==> config.mk <==
export PLATFORM = sky130hd
export DESIGN_NAME = mfap_ctrl
export DESIGN_NICKNAME = d
export VERILOG_FILES = /design/src/rtl/mfap_pkg.sv /design/src/rtl/mfap_ctrl.sv
export SDC_FILE = /design/constraint.sdc
export NUM_CORES = 1
export LEC_CHECK = 0
export BUFFER_PORTS_ARGS = -buffer_cell sky130_fd_sc_hd__clkbuf_2
export CORE_AREA = 2 2 39 41
export CTS_BUF_LIST = sky130_fd_sc_hd__clkbuf_16
export DETAILED_ROUTE_END_ITERATION = 12
export DIE_AREA = 0 0 41 43
export GPL_ROUTABILITY_DRIVEN = 1
export HOLD_SLACK_MARGIN = 0.05
export MAX_ROUTING_LAYER = met4
export PLACE_DENSITY = 0.57
export SKIP_CTS_REPAIR_TIMING = 1
export SLEW_MARGIN = 25
export SYNTH_ARGS = -nofsm -noshare
export SYNTH_HDL_FRONTEND = slang
export SYNTH_SLANG_ARGS = --single-unit
==> constraint.sdc <==
create_clock -name clock -period 1.5 [get_ports clock]
set_input_delay 0.075 -clock clock [delete_from_list [all_inputs] [get_ports clock]]
set_output_delay 0.075 -clock clock [all_outputs]
set_load 0.01 [all_outputs]
==> src/rtl/mfap_pkg.sv <==
// Shared types and constants for the max-flow augmenting path block.
// Used by the interfaces, the controller, the datapath and the top level.
package mfap_pkg;

   localparam int NODE_IN_W   = 6;
   localparam int CAP_IN_W    = 16;
   localparam int FLOW_W      = 22;
   localparam int CSR_IDX_W   = 2;
   localparam int CSR_DATA_W  = 7;
   localparam int COUNT_W     = 7;
   localparam int START_BN    = 9999999;
   localparam int START_BN_W  = 24;

   typedef enum logic [CSR_IDX_W-1:0] {
      CSR_SOURCE = 2'd0,
      CSR_SINK   = 2'd1,
      CSR_COUNT  = 2'd2
   } csr_index_type;

   typedef enum logic [3:0] {
      OP_CLEAR,
      OP_LOAD,
      OP_START,
      OP_INIT,
      OP_CHECK,
      OP_SCAN_RD,
      OP_SCAN_CHK,
      OP_POP,
      OP_POP_LD,
      OP_PATH_BEGIN,
      OP_PATH_U,
      OP_PATH_W,
      OP_FWD,
      OP_REV,
      OP_DONE
   } dp_op_type;

   typedef struct packed {
      dp_op_type op;
   } mfap_cmd_type;

   typedef struct packed {
      logic clr_last;
      logic last_fire;
      logic src_ok;
      logic at_sink;
      logic scan_end;
      logic push_ok;
      logic last_level;
      logic path_end;
      logic rsp_free;
   } mfap_stat_type;

endpackage

==> src/rtl/mfap_ctrl.sv <==
// Sequencer for edge loading, depth-first search, path update and clearing.
// Depends on mfap_pkg for the command and status structs.
module mfap_ctrl (
   input  logic                    clock,
   input  logic                    reset,
   input  mfap_pkg::mfap_stat_type stat,
   output mfap_pkg::mfap_cmd_type  cmd
);

   typedef enum logic [3:0] {
      ST_CLEAR,
      ST_LOAD,
      ST_START,
      ST_INIT,
      ST_CHECK,
      ST_SCAN_RD,
      ST_SCAN_CHK,
      ST_POP,
      ST_POP_LD,
      ST_PATH_BEGIN,
      ST_PATH_U,
      ST_PATH_W,
      ST_FWD,
      ST_REV,
      ST_DONE
   } state_type;

   state_type state_ff;
   state_type state_in;

   always_comb begin
      state_in = state_ff;
      unique case (state_ff)
         ST_CLEAR:      if (stat.clr_last) state_in = ST_LOAD;
         ST_LOAD:       if (stat.last_fire) state_in = ST_START;
         ST_START:      state_in = stat.src_ok ? ST_INIT : ST_DONE;
         ST_INIT:       state_in = ST_CHECK;
         ST_CHECK:      state_in = stat.at_sink ? ST_PATH_BEGIN : ST_SCAN_RD;
         ST_SCAN_RD:    state_in = stat.scan_end ? ST_POP : ST_SCAN_CHK;
         ST_SCAN_CHK:   state_in = stat.push_ok ? ST_CHECK : ST_SCAN_RD;
         ST_POP:        state_in = stat.last_level ? ST_DONE : ST_POP_LD;
         ST_POP_LD:     state_in = ST_CHECK;
         ST_PATH_BEGIN: state_in = ST_PATH_U;
         ST_PATH_U:     state_in = ST_PATH_W;
         ST_PATH_W:     state_in = ST_FWD;
         ST_FWD:        state_in = ST_REV;
         ST_REV:        state_in = stat.path_end ? ST_INIT : ST_PATH_W;
         ST_DONE:       if (stat.rsp_free) state_in = ST_CLEAR;
         default:       state_in = ST_CLEAR;
      endcase
   end

   always_comb begin
      unique case (state_ff)
         ST_CLEAR:      cmd.op = mfap_pkg::OP_CLEAR;
         ST_LOAD:       cmd.op = mfap_pkg::OP_LOAD;
         ST_START:      cmd.op = mfap_pkg::OP_START;
         ST_INIT:       cmd.op = mfap_pkg::OP_INIT;
         ST_CHECK:      cmd.op = mfap_pkg::OP_CHECK;
         ST_SCAN_RD:    cmd.op = mfap_pkg::OP_SCAN_RD;
         ST_SCAN_CHK:   cmd.op = mfap_pkg::OP_SCAN_CHK;
         ST_POP:        cmd.op = mfap_pkg::OP_POP;
         ST_POP_LD:     cmd.op = mfap_pkg::OP_POP_LD;
         ST_PATH_BEGIN: cmd.op = mfap_pkg::OP_PATH_BEGIN;
         ST_PATH_U:     cmd.op = mfap_pkg::OP_PATH_U;
         ST_PATH_W:     cmd.op = mfap_pkg::OP_PATH_W;
         ST_FWD:        cmd.op = mfap_pkg::OP_FWD;
         ST_REV:        cmd.op = mfap_pkg::OP_REV;
         ST_DONE:       cmd.op = mfap_pkg::OP_DONE;
         default:       cmd.op = mfap_pkg::OP_CLEAR;
      endcase
   end

   always_ff @(posedge clock) begin
      if (reset) begin
         state_ff <= ST_CLEAR;
      end else begin
         state_ff <= state_in;
      end
   end

endmodule

==> flow_summary.ini <==
[grt]
grt_pass1_vias = 526
overflow = 0
antenna_found_initial = 0
grtUsageTotal_pct = 17.8
grt_pass1_wl_um = 2070
grt_max_degree = 14

[cells_and_area]
final_common_cell = clkbuf_2
nNetsFinal = 90
fillCellCount = 147
synthToLayoutAreaGrowth_pct = 41.6
postLayoutCellArea_um2 = 682
layout_common_cells = clkbuf_2, a21oi_1, dfxtp_1, buf_4, nor2_1
drive_gt1_share_pct = 42.9
num_antenna_cells = 0

[power_and_ir_drop]
leakage_uw = 0.000287
irDropWorstVdd_mv = 1.04
p_total_uw = 1490
p_per_area_mw_per_mm2 = 2180

[logic_synthesis]
yosys.area.top_type_share_pct = 33.2
netlist_instances = 57
ys_seq_area_share_pct = 33.2
synth_cell_type_count = 26
synth.area.top_cells = dfxtp_1, a21oi_1, a32o_1, o211ai_1, nor2_1
synth_edf_count = 0
synth_area_um2 = 482
synth_area_per_cell_um2 = 8.45
yosysWarnings = 0
ys.flop_type = dfxtp_1
asyncSetResetFlopFracSynth_pct = 0
synth_nets = 68
yosys.area.top_type = dfxtp_1
synth-seq-cells = 8

[floorplan]
io_pins = 15
rows = 14
start_util_pct = 34.8
die-area_mm2 = 0.00176
core_mm2 = 0.00138
die_w_um = 41
dieHeight_um = 43

[detailed_routing]
vias_per_cell = 5.44
wirelength_um = 1210
drtAntennaViolNets = 0
drc = 0
vias = 506
first_iter_violations = 15
wl_per_cell_um = 13.0
firstDrtPassIters = 4

[critical_path]
cpPeakStageDelay_ns = 0.38
end_kind = flip-flop
path_class = flip-flop to flip-flop
critPathMostFrequentCell = a21oi_1
cp.required_ns = 1.66
crit_arrival_ns = 1.56
worstPathMaxFanout = 7
path_cells = buf_4 -> or3_1 -> a21oi_2 -> a21oi_1 -> a21oi_1
critPathLaunchType = flip-flop
critPathSlowestCell = or3_1

[timing]
maxSlewHeadroom_pct = 74.7
worst_slew_pin_slew_ns = 0.379
rsz0062_at_grt = no
final_hold_viol_count = 0
setup-tns-final_ns = 0
final_max_slew_viol_count = 0
skew_ns = 0.00161
finalWorstPathRequiredPeriod_ns = 1.40
period_share_pct = 93.6
setup_violations = 0
fmax_ghz = 0.712

[clocking]
cts_made_buffers = 3
cts_root_buf = clkbuf_16
cts.sinks = 8
clockBufferDepth = 2
clkTransAtPathRegs_ns = 0.04
h-tree-depth = 1
cts_tree = yes
clk-insertion-delay-late_ns = 0.23

[run]
cap_violations = 0

[place]
postPlaceCellArea_um2 = 596
gp_congestion = 0.858
hpwlAfterDp_um = 892
io_buffers = 14

[worst_hold_path]
min_path_type = input pin to flip-flop

[run_status]
status = finished clean
[cells by family after synthesis]
logic type      synth area share (%)
flops                           33.2
buf+inv                         6.75
simple gates                    24.9
compound gates                  35.1
[routing by layer]
layer / vias up / GRT usage [%] / share of wire (%)
met4: 0 / 5.33 / 0
met3: 0 / 8.90 / 5.6
met1: 226 / 20.3 / 46
met2: 21 / 26.6 / 48
li1: 259 / - / -
met5: - / - / 0
[Yosys cell counts, drive strengths merged, types with 2 or more instances]
cell	n
buf	4
dfxtp	8
or2	2
nand2	4
nand2b	2
nor2	5
a32o	4
a21oi	8
and2b	2
o21ai	2
o211ai	4
[worst paths after layout]
path,startpoint,to,slack [ns],cells after the start
hold reg to reg,state_ff[0],state_ff[0],0.66,1
hold / removal,reset,cmd[2],0.12,2
setup reg to reg,state_ff[3],state_ff[3],0.1,5
setup / recovery,state_ff[3],state_ff[3],0.1,5
[through the flow]
step | util [%] | setup slack, ns | instances | hold slack (ns)
6_report | 49.3 | 0.0961 | 93 | 0.118
5_1_grt | 49.3 | 0.0199 | 93 | 0.131
4_1_cts | 48.5 | 0.0529 | 93 | 0.107
3_5_place_dp | 43.0 | 0.0760 | 90 | 0.348
3_3_place_gp | 43.0 | 0.0522 | 90 | 0.345
2_1_floorplan | - | 0.269 | 57 | 0.144
[registers in the layout, indices dropped and copies added, names as in the netlist]
register  flops
state_ff      4
cmd           4
[worst max-delay path, delay by kind of cell, from the launching register on]
family / cells / cell delay [ns]
AOI/OAI and AO/OA: 3 / 0.40
buffers and inverters: 1 / 0.18
DFF: 1 / 0.37
and+or+nand+nor: 1 / 0.38
[area by class of cell]
cell class | count | area (um2) | area share, %
inverters | 1 | 3.75 | 0.550
repair buffers | 21 | 123 | 18.0
well taps | 16 | 20.0 | 2.94
multi-input cells | 44 | 299 | 43.9
flip-flops and latches | 8 | 161 | 23.7
clock buffers | 3 | 75.1 | 11.0
[report_power, final]
part | switching [uW] | leakage, uW | internal [uW]
logic | 286 | 0.000184 | 336
registers | 121 | 0.0000659 | 303
clock network | 96.5 | 0.0000370 | 343
total | 504 | 0.000287 | 983
(Power assumes the default switching activity.)
